`src/design/rfk_pkg.sv`:
```
`timescale 1ns / 1ps
// ----------------------------------------------------------------------------
// rfk_pkg
// Shared types and constants for the rtty fsk keyer with ptt.
// ----------------------------------------------------------------------------
package rfk_pkg;

    // field widths
    localparam int CHAR_VALUE_W = 8;
    localparam int MODE_W       = 2;
    localparam int BITS_W       = 4;
    localparam int WAIT_W       = 4;
    localparam int CFG_IDX_W    = 2;
    localparam int CFG_DATA_W   = 4;

    // default character storage width
    localparam int CHAR_WIDTH_DEF = 8;

    // request modes
    localparam logic [MODE_W-1:0] MODE_TICK = 2'd0;
    localparam logic [MODE_W-1:0] MODE_LOAD = 2'd1;
    localparam logic [MODE_W-1:0] MODE_PTT  = 2'd2;

    // configuration register indexes
    localparam logic [CFG_IDX_W-1:0] CFG_BITS_PER_CHAR = 2'd0;
    localparam logic [CFG_IDX_W-1:0] CFG_INVERT_FSK    = 2'd1;
    localparam logic [CFG_IDX_W-1:0] CFG_INVERT_PTT    = 2'd2;
    localparam logic [CFG_IDX_W-1:0] CFG_PORT_OPEN     = 2'd3;

    // register reset values
    localparam logic [BITS_W-1:0] BITS_PER_CHAR_RST = 4'd5;

    // tick waits
    localparam logic [WAIT_W-1:0] PTT_WAIT  = 4'd8;
    localparam logic [WAIT_W-1:0] BIT_WAIT  = 4'd1;
    localparam logic [WAIT_W-1:0] STOP_WAIT = 4'd2;

    typedef struct packed {
        logic [MODE_W-1:0]       mode;
        logic [CHAR_VALUE_W-1:0] char_value;
        logic                    ptt_request;
    } in_t;

    typedef struct packed {
        logic key_pin;
        logic ptt_pin;
        logic key_write;
        logic ptt_write;
        logic line_idle;
        logic holding_full;
    } out_t;

    typedef struct packed {
        logic [BITS_W-1:0] bits_per_char;
        logic              invert_fsk;
        logic              invert_ptt;
        logic              port_open;
    } cfg_t;

    // post-update framer status handed to the pin driver
    typedef struct packed {
        logic key_level;
        logic ptt_level;
        logic line_idle;
        logic holding_full;
    } frame_status_t;

endpackage

```
`src/design/rfk_cfg.sv`:
```
`timescale 1ns / 1ps
// ----------------------------------------------------------------------------
// rfk_cfg
// Configuration register file with a pulse on each port_open write.
// ----------------------------------------------------------------------------
module rfk_cfg (
    input  logic                             aclk,
    input  logic                             aresetn,
    input  logic                             wr_en,
    input  logic [rfk_pkg::CFG_IDX_W-1:0]    wr_index,
    input  logic [rfk_pkg::CFG_DATA_W-1:0]   wr_data,
    output rfk_pkg::cfg_t                    cfg,
    output logic                             port_write
);

    rfk_pkg::cfg_t cfg_reg;

    always_ff @(posedge aclk) begin
        if (!aresetn) begin
            cfg_reg.bits_per_char <= rfk_pkg::BITS_PER_CHAR_RST;
            cfg_reg.invert_fsk    <= 1'b0;
            cfg_reg.invert_ptt    <= 1'b0;
            cfg_reg.port_open     <= 1'b0;
        end else if (wr_en) begin
            case (wr_index)
                rfk_pkg::CFG_BITS_PER_CHAR: cfg_reg.bits_per_char <= wr_data;
                rfk_pkg::CFG_INVERT_FSK:    cfg_reg.invert_fsk    <= wr_data[0];
                rfk_pkg::CFG_INVERT_PTT:    cfg_reg.invert_ptt    <= wr_data[0];
                rfk_pkg::CFG_PORT_OPEN:     cfg_reg.port_open     <= wr_data[0];
                default: ;
            endcase
        end
    end

    assign cfg        = cfg_reg;
    assign port_write = wr_en && (wr_index == rfk_pkg::CFG_PORT_OPEN);

endmodule

```
`src/design/rfk_framer.sv`:
```
`timescale 1ns / 1ps
// ----------------------------------------------------------------------------
// rfk_framer
// Holding register, frame sequencer, tick wait and logical ptt level.
// ----------------------------------------------------------------------------
module rfk_framer #(
    parameter int CHAR_WIDTH = rfk_pkg::CHAR_WIDTH_DEF
) (
    input  logic                  aclk,
    input  logic                  aresetn,
    input  logic                  fire,
    input  rfk_pkg::in_t          item,
    input  rfk_pkg::cfg_t         cfg,
    output rfk_pkg::frame_status_t status
);

    // bits above the 8-bit input always send as zero
    localparam int SHIFT_W = (CHAR_WIDTH < rfk_pkg::CHAR_VALUE_W) ?
                             CHAR_WIDTH : rfk_pkg::CHAR_VALUE_W;

    typedef enum logic [1:0] {
        PH_IDLE,
        PH_DATA,
        PH_STOP
    } phase_t;

    phase_t                      phase_reg, phase_next;
    logic                        hold_valid_reg, hold_valid_next;
    logic [SHIFT_W-1:0]          hold_char_reg, hold_char_next;
    logic [SHIFT_W-1:0]          shift_reg, shift_next;
    logic [rfk_pkg::BITS_W-1:0]  bits_left_reg, bits_left_next;
    logic [rfk_pkg::WAIT_W-1:0]  tick_wait_reg, tick_wait_next;
    logic                        key_level_reg, key_level_next;
    logic                        ptt_level_reg, ptt_level_next;
    logic                        idle_reg, idle_next;

    always_comb begin
        phase_next      = phase_reg;
        hold_valid_next = hold_valid_reg;
        hold_char_next  = hold_char_reg;
        shift_next      = shift_reg;
        bits_left_next  = bits_left_reg;
        tick_wait_next  = tick_wait_reg;
        key_level_next  = key_level_reg;
        ptt_level_next  = ptt_level_reg;
        idle_next       = idle_reg;

        if (fire) begin
            case (item.mode)
                rfk_pkg::MODE_TICK: begin
                    if (tick_wait_reg != '0) begin
                        tick_wait_next = tick_wait_reg - 1'b1;
                    end else begin
                        case (phase_reg)
                            PH_DATA: begin
                                key_level_next = shift_reg[0];
                                shift_next     = shift_reg >> 1;
                                bits_left_next = bits_left_reg - 1'b1;
                                if (bits_left_next == '0) begin
                                    phase_next = PH_STOP;
                                end
                                tick_wait_next = rfk_pkg::BIT_WAIT;
                            end
                            PH_STOP: begin
                                key_level_next = 1'b1;
                                tick_wait_next = rfk_pkg::STOP_WAIT;
                                phase_next     = PH_IDLE;
                            end
                            default: begin
                                phase_next = PH_IDLE;
                                if (hold_valid_reg) begin
                                    // start bit; zero count wraps to sixteen bits
                                    shift_next      = hold_char_reg;
                                    hold_valid_next = 1'b0;
                                    bits_left_next  = cfg.bits_per_char;
                                    key_level_next  = 1'b0;
                                    phase_next      = PH_DATA;
                                    tick_wait_next  = rfk_pkg::BIT_WAIT;
                                    idle_next       = 1'b0;
                                end else begin
                                    key_level_next = 1'b1;
                                    idle_next      = 1'b1;
                                end
                            end
                        endcase
                    end
                end
                rfk_pkg::MODE_LOAD: begin
                    hold_char_next  = item.char_value[SHIFT_W-1:0];
                    hold_valid_next = 1'b1;
                end
                rfk_pkg::MODE_PTT: begin
                    if (ptt_level_reg != item.ptt_request) begin
                        ptt_level_next = item.ptt_request;
                        if (item.ptt_request) begin
                            tick_wait_next = rfk_pkg::PTT_WAIT;
                        end
                    end
                end
                default: ;
            endcase
        end
    end

    always_ff @(posedge aclk) begin
        if (!aresetn) begin
            phase_reg      <= PH_IDLE;
            hold_valid_reg <= 1'b0;
            tick_wait_reg  <= '0;
            key_level_reg  <= 1'b1;
            ptt_level_reg  <= 1'b0;
            idle_reg       <= 1'b1;
        end else begin
            phase_reg      <= phase_next;
            hold_valid_reg <= hold_valid_next;
            tick_wait_reg  <= tick_wait_next;
            key_level_reg  <= key_level_next;
            ptt_level_reg  <= ptt_level_next;
            idle_reg       <= idle_next;
        end
    end

    always_ff @(posedge aclk) begin
        hold_char_reg <= hold_char_next;
        shift_reg     <= shift_next;
        bits_left_reg <= bits_left_next;
    end

    assign status.key_level    = key_level_next;
    assign status.ptt_level    = ptt_level_next;
    assign status.line_idle    = idle_next;
    assign status.holding_full = hold_valid_next;

endmodule

```
`src/design/rfk_pin_drv.sv`:
```
`timescale 1ns / 1ps
// ----------------------------------------------------------------------------
// rfk_pin_drv
// Pin drive tracking: redrive on change, optional inversion, result build.
// ----------------------------------------------------------------------------
module rfk_pin_drv (
    input  logic                  aclk,
    input  logic                  aresetn,
    input  logic                  tick_fire,
    input  logic                  port_write,
    input  rfk_pkg::cfg_t         cfg,
    input  rfk_pkg::frame_status_t status,
    output rfk_pkg::out_t         result
);

    // applied level is known/level; unknown forces the next drive
    logic key_known_reg, key_known_next;
    logic key_app_reg, key_app_next;
    logic ptt_known_reg, ptt_known_next;
    logic ptt_app_reg, ptt_app_next;
    logic key_pin_reg, key_pin_next;
    logic ptt_pin_reg, ptt_pin_next;
    logic key_wr, ptt_wr;

    always_comb begin
        key_known_next = key_known_reg;
        key_app_next   = key_app_reg;
        ptt_known_next = ptt_known_reg;
        ptt_app_next   = ptt_app_reg;
        key_pin_next   = key_pin_reg;
        ptt_pin_next   = ptt_pin_reg;
        key_wr         = 1'b0;
        ptt_wr         = 1'b0;

        if (port_write) begin
            key_known_next = 1'b0;
            ptt_known_next = 1'b0;
        end else if (tick_fire && cfg.port_open) begin
            if (!key_known_reg || (key_app_reg != status.key_level)) begin
                key_known_next = 1'b1;
                key_app_next   = status.key_level;
                key_pin_next   = cfg.invert_fsk ? status.key_level : !status.key_level;
                key_wr         = 1'b1;
            end
            // ptt drops only once the line is idle
            if ((!ptt_known_reg || (ptt_app_reg != status.ptt_level)) &&
                (status.ptt_level || status.line_idle)) begin
                ptt_known_next = 1'b1;
                ptt_app_next   = status.ptt_level;
                ptt_pin_next   = cfg.invert_ptt ? !status.ptt_level : status.ptt_level;
                ptt_wr         = 1'b1;
            end
        end
    end

    always_ff @(posedge aclk) begin
        if (!aresetn) begin
            key_known_reg <= 1'b0;
            ptt_known_reg <= 1'b0;
            key_pin_reg   <= 1'b0;
            ptt_pin_reg   <= 1'b0;
        end else begin
            key_known_reg <= key_known_next;
            ptt_known_reg <= ptt_known_next;
            key_pin_reg   <= key_pin_next;
            ptt_pin_reg   <= ptt_pin_next;
        end
    end

    always_ff @(posedge aclk) begin
        key_app_reg <= key_app_next;
        ptt_app_reg <= ptt_app_next;
    end

    assign result.key_pin      = key_pin_next;
    assign result.ptt_pin      = ptt_pin_next;
    assign result.key_write    = key_wr;
    assign result.ptt_write    = ptt_wr;
    assign result.line_idle    = status.line_idle;
    assign result.holding_full = status.holding_full;

endmodule

```
`src/design/rtty_fsk_keyer_with_ptt_top.sv`:
```
`timescale 1ns / 1ps
// path: the input register holds a request; its result is registered onto m_data
// throughput: one request per cycle; the only stall is a full result register
// that m_ready has not drained, which holds one request in the input register
// reset: synchronous active-low aresetn empties both registers, restores register
// defaults, idles the line at mark and marks both pins as needing a first drive
// ----------------------------------------------------------------------------
// rtty_fsk_keyer_with_ptt_top
// Half-bit-tick rtty keyer with holding register, ptt wait and pin drive.
// ----------------------------------------------------------------------------
module rtty_fsk_keyer_with_ptt_top #(
    parameter int CHAR_WIDTH = rfk_pkg::CHAR_WIDTH_DEF
) (
    input  logic                           aclk,
    input  logic                           aresetn,
    // request channel
    input  logic                           s_valid,
    output logic                           s_ready,
    input  rfk_pkg::in_t                   s_data,
    // result channel
    output logic                           m_valid,
    input  logic                           m_ready,
    output rfk_pkg::out_t                  m_data,
    // configuration write channel
    input  logic                           cfg_valid,
    output logic                           cfg_ready,
    input  logic [rfk_pkg::CFG_IDX_W-1:0]  cfg_index,
    input  logic [rfk_pkg::CFG_DATA_W-1:0] cfg_data
);

    // input register stage
    logic           in_valid_reg;
    rfk_pkg::in_t   in_data_reg;
    // result register stage
    logic           m_valid_reg;
    rfk_pkg::out_t  m_data_reg;

    logic                   advance;
    logic                   fire;
    logic                   tick_fire;
    logic                   port_write;
    rfk_pkg::cfg_t          cfg;
    rfk_pkg::frame_status_t status;
    rfk_pkg::out_t          result;

    // the held request moves on whenever the result register is free or draining
    assign advance   = !m_valid_reg || m_ready;
    assign fire      = in_valid_reg && advance;
    assign tick_fire = fire && (in_data_reg.mode == rfk_pkg::MODE_TICK);
    assign s_ready   = !in_valid_reg || advance;

    // configuration always taken; only the user keeps writes to a quiet keyer
    assign cfg_ready = 1'b1;

    always_ff @(posedge aclk) begin
        if (!aresetn) begin
            in_valid_reg <= 1'b0;
        end else if (s_valid && s_ready) begin
            in_valid_reg <= 1'b1;
        end else if (fire) begin
            in_valid_reg <= 1'b0;
        end
    end

    always_ff @(posedge aclk) begin
        if (s_valid && s_ready) begin
            in_data_reg <= s_data;
        end
    end

    always_ff @(posedge aclk) begin
        if (!aresetn) begin
            m_valid_reg <= 1'b0;
        end else if (fire) begin
            m_valid_reg <= 1'b1;
        end else if (m_ready) begin
            m_valid_reg <= 1'b0;
        end
    end

    always_ff @(posedge aclk) begin
        if (fire) begin
            m_data_reg <= result;
        end
    end

    assign m_valid = m_valid_reg;
    assign m_data  = m_data_reg;

    // register file; a port_open write forces both pins to redrive
    rfk_cfg u_cfg (
        .aclk       (aclk),
        .aresetn    (aresetn),
        .wr_en      (cfg_valid && cfg_ready),
        .wr_index   (cfg_index),
        .wr_data    (cfg_data),
        .cfg        (cfg),
        .port_write (port_write)
    );

    // frame sequencer: start, data lsb first, stop, plus the ptt wait
    rfk_framer #(
        .CHAR_WIDTH (CHAR_WIDTH)
    ) u_framer (
        .aclk    (aclk),
        .aresetn (aresetn),
        .fire    (fire),
        .item    (in_data_reg),
        .cfg     (cfg),
        .status  (status)
    );

    // pins change only on ticks while the port is open
    rfk_pin_drv u_pin_drv (
        .aclk       (aclk),
        .aresetn    (aresetn),
        .tick_fire  (tick_fire),
        .port_write (port_write),
        .cfg        (cfg),
        .status     (status),
        .result     (result)
    );

endmodule

```
`config.mk`:
```
export PLATFORM = sky130hd
export DESIGN_NAME = rtty_fsk_keyer_with_ptt_top
export DESIGN_NICKNAME = d
export VERILOG_FILES = /design/src/design/rfk_pkg.sv /design/src/design/rfk_cfg.sv /design/src/design/rfk_framer.sv /design/src/design/rfk_pin_drv.sv /design/src/design/rtty_fsk_keyer_with_ptt_top.sv
export SDC_FILE = /design/constraint.sdc
export NUM_CORES = 1
export LEC_CHECK = 0
export BUFFER_PORTS_ARGS = -buffer_cell sky130_fd_sc_hd__buf_2
export CORE_ASPECT_RATIO = 0.5
export CORE_MARGIN = 2
export CORE_UTILIZATION = 25
export CTS_CLUSTER_SIZE = 24
export DETAILED_ROUTE_END_ITERATION = 16
export MAX_ROUTING_LAYER = met4
export PLACE_DENSITY_LB_ADDON = 0.08
export SYNTH_ARGS = -nofsm -noshare
export SYNTH_HDL_FRONTEND = slang
export SYNTH_HIERARCHICAL = 1
export SYNTH_SLANG_ARGS = --single-unit
```
`constraint.sdc`:
```
create_clock -name aclk -period 3.5 [get_ports aclk]
set_input_delay 0.875 -clock aclk [delete_from_list [all_inputs] [get_ports aclk]]
set_output_delay 0.875 -clock aclk [all_outputs]
set_load 0.05 [all_outputs]
```
# [Word level (Yosys, flattened, before mapping)]
# Index checks and enable logic that the tools add are counted.
[word_totals] regBits=62 out_inout_bits=9
[classes] reduce_logical=40 n_eq_ne=14 bitwise_logic=5 addsub=2 mux=43
[op_table] cell="$mux W1" n=29
[op_table] cell="$pmux W4 S2" n=3
[op_table] cell="$mux W4" n=5
[op_table] cell="$pmux W8 S2" n=1
[op_table] cell="$reduce_and A2 Y1" n=7
[op_table] cell="$reduce_and A5 Y1" n=2
[op_table] cell="$eq A2 B2 Y1 const B" n=4
[op_table] cell="$mux W8" n=1
[op_table] cell="$reduce_bool A2 Y1" n=4
[op_table] cell="$sub A4 B1 Y4 const B" n=2
[op_table] cell="$eq A2 B1 Y1 const B" n=3
[op_table] cell="$logic_and A1 B1 Y1" n=6
[op_table] cell="$logic_not A1 Y1" n=6
[op_table] cell="$reduce_and A3 Y1" n=2
[op_table] cell="$reduce_or A2 Y1" n=3
[op_table] cell="$logic_or A1 B1 Y1" n=5
[op_table] cell="$ne A5 B1 Y1 const B" n=1
[op_table] cell="$not A1 Y1" n=5
[op_table] cell="$logic_not A2 Y1" n=2
[op_table] cell="$logic_not A4 Y1" n=1
[op_table] cell="$ne A2 B1 Y1 const B" n=2
[op_table] cell="$pmux W1 S2" n=2
[op_table] cell="$pmux W2 S2" n=1
[op_table] cell="$reduce_and A4 Y1" n=1
[op_table] cell="4 further kinds" n=6

# [Depth between registers and ports, before layout]
# Gate-level depths: netlist of run 1.
[logic_depth] depth_word=11 mapped_depth=11

# [By module]
# Netlist of run 1, hierarchy kept.
[by_module_without_submodules] mod="rfk_framer" n_inst=1 cells_each=130 area_each_um2=1575.3
[by_module_without_submodules] mod="rtty_fsk_keyer_with_ptt_top" n_inst=1 cells_each=29 area_each_um2=633.1
[by_module_without_submodules] mod="rfk_pin_drv" n_inst=1 cells_each=36 area_each_um2=361.6
[by_module_without_submodules] mod="rfk_cfg" n_inst=1 cells_each=31 area_each_um2=311.5

# [Worst setup path after synthesis of run 1]
# OpenSTA, ideal clock, no wires.
[synth_timing] path_kind="input -> register" startpoint="input port m_ready" endpoint="register m_data_reg (netlist bit m_data[5]), data pin" arrival_time_ns=2.929 n_path_buf=2 cell_stages=10 required_ns=3.249 setup_ns=0.251 setup_slack_ns=0.320 path_cell_list="nor2b_4 -> nor2b_2 -> nand2b_1 -> nor3_4 -> mux2_4 -> buf_4 -> xnor2_1 -> a21oi_2 -> mux2_1 -> buf_4"
[synth_via] elab_chain_cells=8
[synth_rtl] item="from (decl)" line="rtty_fsk_keyer_with_ptt_top.sv:22" rtl="input logic m_ready,"
[synth_rtl] item="$logic_or A1 B1 Y1 *" line="rtty_fsk_keyer_with_ptt_top.sv:47" rtl="assign advance = !m_valid_reg || m_ready;"
[synth_rtl] item="$logic_and A1 B1 Y1 *" line="rtty_fsk_keyer_with_ptt_top.sv:48" rtl="assign fire = in_valid_reg && advance;"
[synth_rtl] item="via fire" line="rtty_fsk_keyer_with_ptt_top.sv:39" rtl="logic fire;"
[synth_rtl] item="$mux W1 *" line="rfk_framer.sv:48" rtl="if (fire) begin"
[synth_rtl] item="via u_framer.key_level_next" line="rfk_framer.sv:33" rtl="logic key_level_reg, key_level_next;"
[synth_rtl] item="$logic_not A1 Y1 / $ne A1 B1 Y1 (equally long branches)" line="rfk_pin_drv.sv:42, rfk_pin_drv.sv:39"
[synth_rtl] item="$mux W1 / $logic_or A1 B1 Y1 (equally long branches)" line="rfk_pin_drv.sv:42, rfk_pin_drv.sv:39"
[synth_rtl] item="$mux W1 *" line="rfk_pin_drv.sv:39" rtl="if (!key_known_reg || (key_app_reg != status.key_level)) begin"
[synth_rtl] item="$mux W1 *" line="rfk_pin_drv.sv:38" rtl="end else if (tick_fire && cfg.port_open) begin"
[synth_rtl] item="$mux W1 *" line="rfk_pin_drv.sv:35" rtl="if (port_write) begin"
[synth_rtl] item="via u_pin_drv.key_pin_next" line="rfk_pin_drv.sv:21" rtl="logic key_pin_reg, key_pin_next;"
[synth_rtl] item="to (signal assigned)" line="rtty_fsk_keyer_with_ptt_top.sv:83" rtl="m_data_reg <= result;"
[synth_rtl] item="to (decl)" line="rtty_fsk_keyer_with_ptt_top.sv:36" rtl="rfk_pkg::out_t m_data_reg;"
# Mark *: on every way through the listed nets, which the timed path passes. The rest lies on a longest branch.
# A chain may end at the register's enable or synchronous reset.

==> flow_metrics.tcl, run 1 <==
set metrics [dict create \
    detailed_place.area_mm2 0.003148 \
    rows 27 \
    p_per_area_mw_per_mm2 516.0 \
    clock_latency_ns 0.33 \
    maxSlewViolCount 0 \
    core_mm2 0.01111 \
    hpwl_um 3874 \
    dieArea_mm2 0.01245 \
    fin_crit_sh_pct 77.17 \
    ctsLongestPathBuffers 2 \
    synth_top_flop_cell "edfxtp_1" \
    drive_above_1_share_pct 29.12 \
    cts.clk_slew.worst_paths_ns 0.06 \
    synth_cells 226 \
    setup_viol 0 \
    yosysWarnings 6 \
    syn-num-nets 255 \
    diodes 0 \
    final_area_mm2 0.003440 \
    slew_headroom_pct 60.11 \
    slowest_stage "o31ai_1" \
    cp.required_ns 3.58 \
    cts-root-buf "clkbuf_16" \
    cp.depth 9 \
    grt_max_degree 34 \
    grt_usage_pct 10.21 \
    dr_total_vias 1768 \
    rrSetupSlack_ns 0.88 \
    finish.utilization_pct 30.95 \
    finalHoldViolCount 0 \
    synth_top_area_share_pct 40.64 \
    ys_types 63 \
    synth_seq_area_share_pct 56.62 \
    drv_cap 0 \
    async_flop_share_pct 0 \
    synth-seq-cells 62 \
    holdPathStages 0 \
    timing.fmax_mhz 370.2 \
    start_util_pct 25.93 \
    antenna_found_initial 0 \
    peakVddDrop_uv 212.6 \
    critPathLaunchType "input port" \
    vias_per_cell 4.355 \
    h-tree-depth 3 \
    crit_fanout 6 \
    synth_area_mm2 0.002882 \
    min_path_type "reg2reg" \
    drt_wl_total_um 5616 \
    postCtsSetupBuffers 0 \
    drtIter0Drc 76 \
    routedWlPerCell_um 13.83 \
    fp.dieW_um 155.8 \
    ys_top_cells_by_area "edfxtp_1, dfxtp_1, mux2_2" \
    io_buffers 29 \
    outcome "completed" \
    grt-ovfl-total 0 \
    ios 31 \
    ff2ff_path_depth 8 \
    use_met3_pct 5.157 \
    grt_pass1_vias 1811 \
    use_met2_pct 15.58 \
    cp.arrival_ns 2.78 \
    endpoint_kind "register" \
    die_height_um 79.92 \
    synth_edf_count 39 \
    finClkSkew_ns 0.004878 \
    nNetsFinal 285 \
    clock_sink_count 62 \
    fin_setup_tns_ns 0 \
    drc 0 \
    worst_pin_slew_ns 0.5984 \
    grt_pass1_wl_um 9135 \
    path_class "in2reg" \
    period_needed_ns 2.701 \
    gp_congestion 0.7550 \
    cts_made_buffers 9 \
    path_buf_inv 1 \
    first_pass_iters 4 \
    drtAntennaViolNets 0 \
    largest_reg_flops 11 \
    cts-resized-gates 0 \
    busiest_layer "met2" \
    cts_hold_buf 0 \
    grt_setup_unrepaired "no" \
    cts_tree "yes" \
    leakage_nw 1.228 \
    syn_avg_cell_area_um2 12.75 \
    crit_family "compound AO/OA/AOI/OAI gates" \
    yosysTopAreaCell "edfxtp_1" \
    critPathMaxStageDelay_ns 0.44 \
    area_growth_pct 19.37 \
    use_met1_pct 12.07 \
    crit_chain "buf_2, nor2b_4, nor2b_2, nor2b_1, nand3_1, o31ai_1, nor2_1, a211oi_4, mux2_1" \
]
[routing by layer]
metal	vias up	share of wire, %
li1	889	-
met2	28	45
met1	847	50
met5	-	0
met3	4	4.8
met4	0	0.52
[stage by stage]
step	hold slack [ns]	std cells	total power, mW	setup WS (ns)
2_1_floorplan	0.4003	226	0.8890	0.3196
3_3_place_gp	0.4006	390	0.9219	0.5137
3_5_place_dp	0.4052	390	0.9238	0.4104
4_1_cts	0.4174	406	1.806	0.7638
5_1_grt	0.4278	406	1.855	0.6211
6_report	0.4153	406	1.775	0.7991
[worst reg2reg max path: stages, from the launching register on]
cell	delay, ns
dfxtp_1	0.33
inv_1	0.08
ha_1	0.17
or3b_4	0.44
nor3_4	0.25
mux2_4	0.36
xnor2_1	0.17
a21oi_2	0.23
mux2_1	0.34
[placed cells by master, fill, tap and decap left out, types with 6 or more instances in the layout]
master,count
buf_4,6
nand2_1,17
a21oi_1,6
ha_1,7
inv_1,11
clkbuf_16,9
buf_2,29
mux2_2,9
dfxtp_1,23
mux2i_1,8
edfxtp_1,39
nor2_1,9
[cell usage after synthesis, types with 2 or more instances]
cell,number
dfxtp_1,23
nand4_1,3
a21oi_1,6
o31ai_1,4
nand3b_1,3
nand4bb_1,2
buf_4,11
edfxtp_1,39
o211ai_1,4
and4_1,2
nor3_1,2
a211oi_1,2
nor3b_1,2
inv_1,11
mux2_1,2
o21a_1,2
and2_1,3
ha_1,7
mux2_2,9
o21ai_0,2
buf_2,2
nand4b_1,2
mux2i_1,8
nand2b_1,4
nor2b_1,3
xnor2_1,5
o311ai_0,3
nor2_1,9
nand2_1,17
[cell families after synthesis]
family,Yosys count,synth area share (%)
AO/OA/AOI/OAI,36,10.77
XOR/XNOR,6,1.824
AND/OR/NAND/NOR,67,14.94
multiplexers,20,7.599
buffers and inverters,27,5.080
adder cells (fa/ha/maj),7,3.039
other,1,0.1301
flip-flops,62,56.62
[cell type report]
| class | instances | area [µm²] |
|---|---|---|
| clock buffer | 10 | 229.0 |
| clock inverter | 6 | 62.56 |
| fill | 1136 | 7675 |
| inverter | 11 | 41.29 |
| multi-input combinational | 137 | 1104 |
| sequential | 62 | 1632 |
| tap | 145 | 181.4 |
| timing repair buffer | 35 | 190.2 |
[report_power, final]
group	leakage (nW)	total (mW)	switching, mW	internal (mW)
clock	0.134	0.868	0.320	0.548
sequential	0.547	0.807	0.0112	0.796
combinational	0.546	0.0993	0.0615	0.0378
total	1.23	1.77	0.393	1.38
[final timing paths]
kind,to,from
worst min register to register,u_framer/hold_char_reg[7],in_data_reg[8]
worst min-delay path,u_framer/hold_char_reg[7],in_data_reg[8]
worst max-delay path,m_data[4],m_ready
worst max register to register,m_data[5],u_framer/tick_wait_reg[0]
No activity file was read; power rests on OpenSTA's default activity.
==> run 2, diff against run 1 <==
Clock period 3.5 ns to 2.7 ns, I/O delays scaled along.
==> flow_metrics.tcl, run 2 (synthesis results as in run 1) <==
set metrics [dict create \
    ios 31 \
    postCtsSetupBuffers 0 \
    path_class "reg2reg" \
    worst_slack_ns 0.1844 \
    fin_cells 412 \
    drive_above_1_share_pct 32.21 \
    timing.fmax_mhz 397.5 \
    fp.dieW_um 155.8 \
    p_per_area_mw_per_mm2 674.7 \
    min_path_type "reg2reg" \
    period_needed_ns 2.516 \
    clock_latency_ns 0.33 \
    dieArea_mm2 0.01245 \
    die_height_um 79.92 \
    slowest_stage "or3b_4" \
    cts_tree "yes" \
    outcome "completed" \
    grt_usage_pct 10.38 \
    drtIter0Drc 47 \
    crit_fanout 4 \
    cts_hold_buf 0 \
    endpoint_kind "register" \
    wl_met2_um 2533 \
    grt_max_degree 34 \
    grt_setup_unrepaired "no" \
    first_pass_iters 4 \
    h-tree-depth 3 \
    antenna_found_initial 0 \
    slew_headroom_pct 60.00 \
    critPathLaunchType "register" \
    finalHoldViolCount 0 \
    crit_chain "inv_1, ha_1, or3b_4, nor3_4, mux2_4, xnor2_1, a21oi_2, mux2_4" \
    hpwl_um 3960 \
    cts_made_buffers 9 \
    cts.clk_slew.worst_paths_ns 0.06 \
    setup_viol 0 \
    dr_total_vias 1802 \
    worst_pin_slew_ns 0.6000 \
    cts-root-buf "clkbuf_16" \
    start_util_pct 25.93 \
    nFillCells 1103 \
    diodes 0 \
    area_growth_pct 22.01 \
    wl_met1_um 2955 \
    peakVddDrop_uv 299.1 \
    path_buf_inv 1 \
    layout_common_cells "edfxtp_1, buf_2, dfxtp_1, nand2_1, buf_4" \
    grt-ovfl-total 0 \
    holdWs_ns 0.4180 \
    cts-resized-gates 0 \
    grt_pass1_wl_um 9225 \
    rows 27 \
    fin_setup_tns_ns 0 \
    vias_per_cell 4.374 \
    largest_reg_flops 11 \
    crit_family "multiplexers" \
    drt_wl_total_um 5809 \
    leakage_nw 1.274 \
    cp.required_ns 2.78 \
    ctsLongestPathBuffers 2 \
    gp_congestion 0.7203 \
    finClkSkew_ns 0.007094 \
    maxSlewViolCount 0 \
    critPathMaxStageDelay_ns 0.44 \
    final_common_cell "edfxtp_1" \
    fin_crit_sh_pct 93.17 \
    routed.top_layer "met4" \
    drtAntennaViolNets 0 \
    place_ws_ns 0.07128 \
    routedWlPerCell_um 14.10 \
    core_mm2 0.01111 \
    wl_met3_um 288 \
    drc 0 \
    path_common_cell "mux2_4" \
    io_buffers 29 \
    drv_cap 0 \
    grt_pass1_vias 1834 \
    placed_cells 396 \
    clock_sink_count 62 \
    cp.arrival_ns 2.60 \
    nNetsFinal 291 \
]
-- run 2: final cells by class --
cell class / instances / area (µm²) / share of cell area, %
timing repair buffer: 41 / 235.2 / 6.690
inverter: 11 / 41.29 / 1.174
sequential: 62 / 1633 / 46.44
multi-input combinational: 137 / 1120 / 31.85
tap: 145 / 181.4 / 5.160
clock inverter: 7 / 80.08 / 2.278
clock buffer: 9 / 225.2 / 6.406
-- run 2: path summary, 6_finish.rpt --
path / from / to / slack, ns / cells after the start
setup / recovery: u_framer/tick_wait_reg[0] / m_data[5] / 0.18 / 8
hold / removal: in_data_reg[3] / u_framer/hold_char_reg[2] / 0.42 / 0
setup reg to reg: u_framer/tick_wait_reg[0] / m_data[5] / 0.18 / 8
hold reg to reg: in_data_reg[3] / u_framer/hold_char_reg[2] / 0.42 / 0
-- run 2: layer usage --
layer | vias to the layer above | global-route usage, %
met5 | - | -
met4 | 0 | 3.853
met3 | 2 | 4.832
met2 | 39 | 15.35
met1 | 861 | 12.42
li1 | 900 | -
-- run 2: worst register-to-register path, cell delays in order (launching register included) --
cell	delay, ns
dfxtp_1	0.33
inv_1	0.09
ha_1	0.18
or3b_4	0.44
nor3_4	0.22
mux2_4	0.35
xnor2_1	0.16
a21oi_2	0.18
mux2_4	0.31
-- run 2: through the flow --
stage	cell area (µm²)	power (mW)	utilization, %
6_report	3516	2.372	31.63
5_1_grt	3516	2.466	31.63
4_1_cts	3516	2.411	31.63
3_5_place_dp	3211	1.203	28.89
3_3_place_gp	3211	1.201	28.89
2_1_floorplan	2899	1.155	-
-- run 2: power breakdown --
| part | switching [mW] | leakage [nW] | internal [mW] |
|---|---|---|---|
| clock | 0.465 | 0.143 | 0.725 |
| combinational | 0.0819 | 0.584 | 0.0535 |
| sequential | 0.0152 | 0.547 | 1.03 |
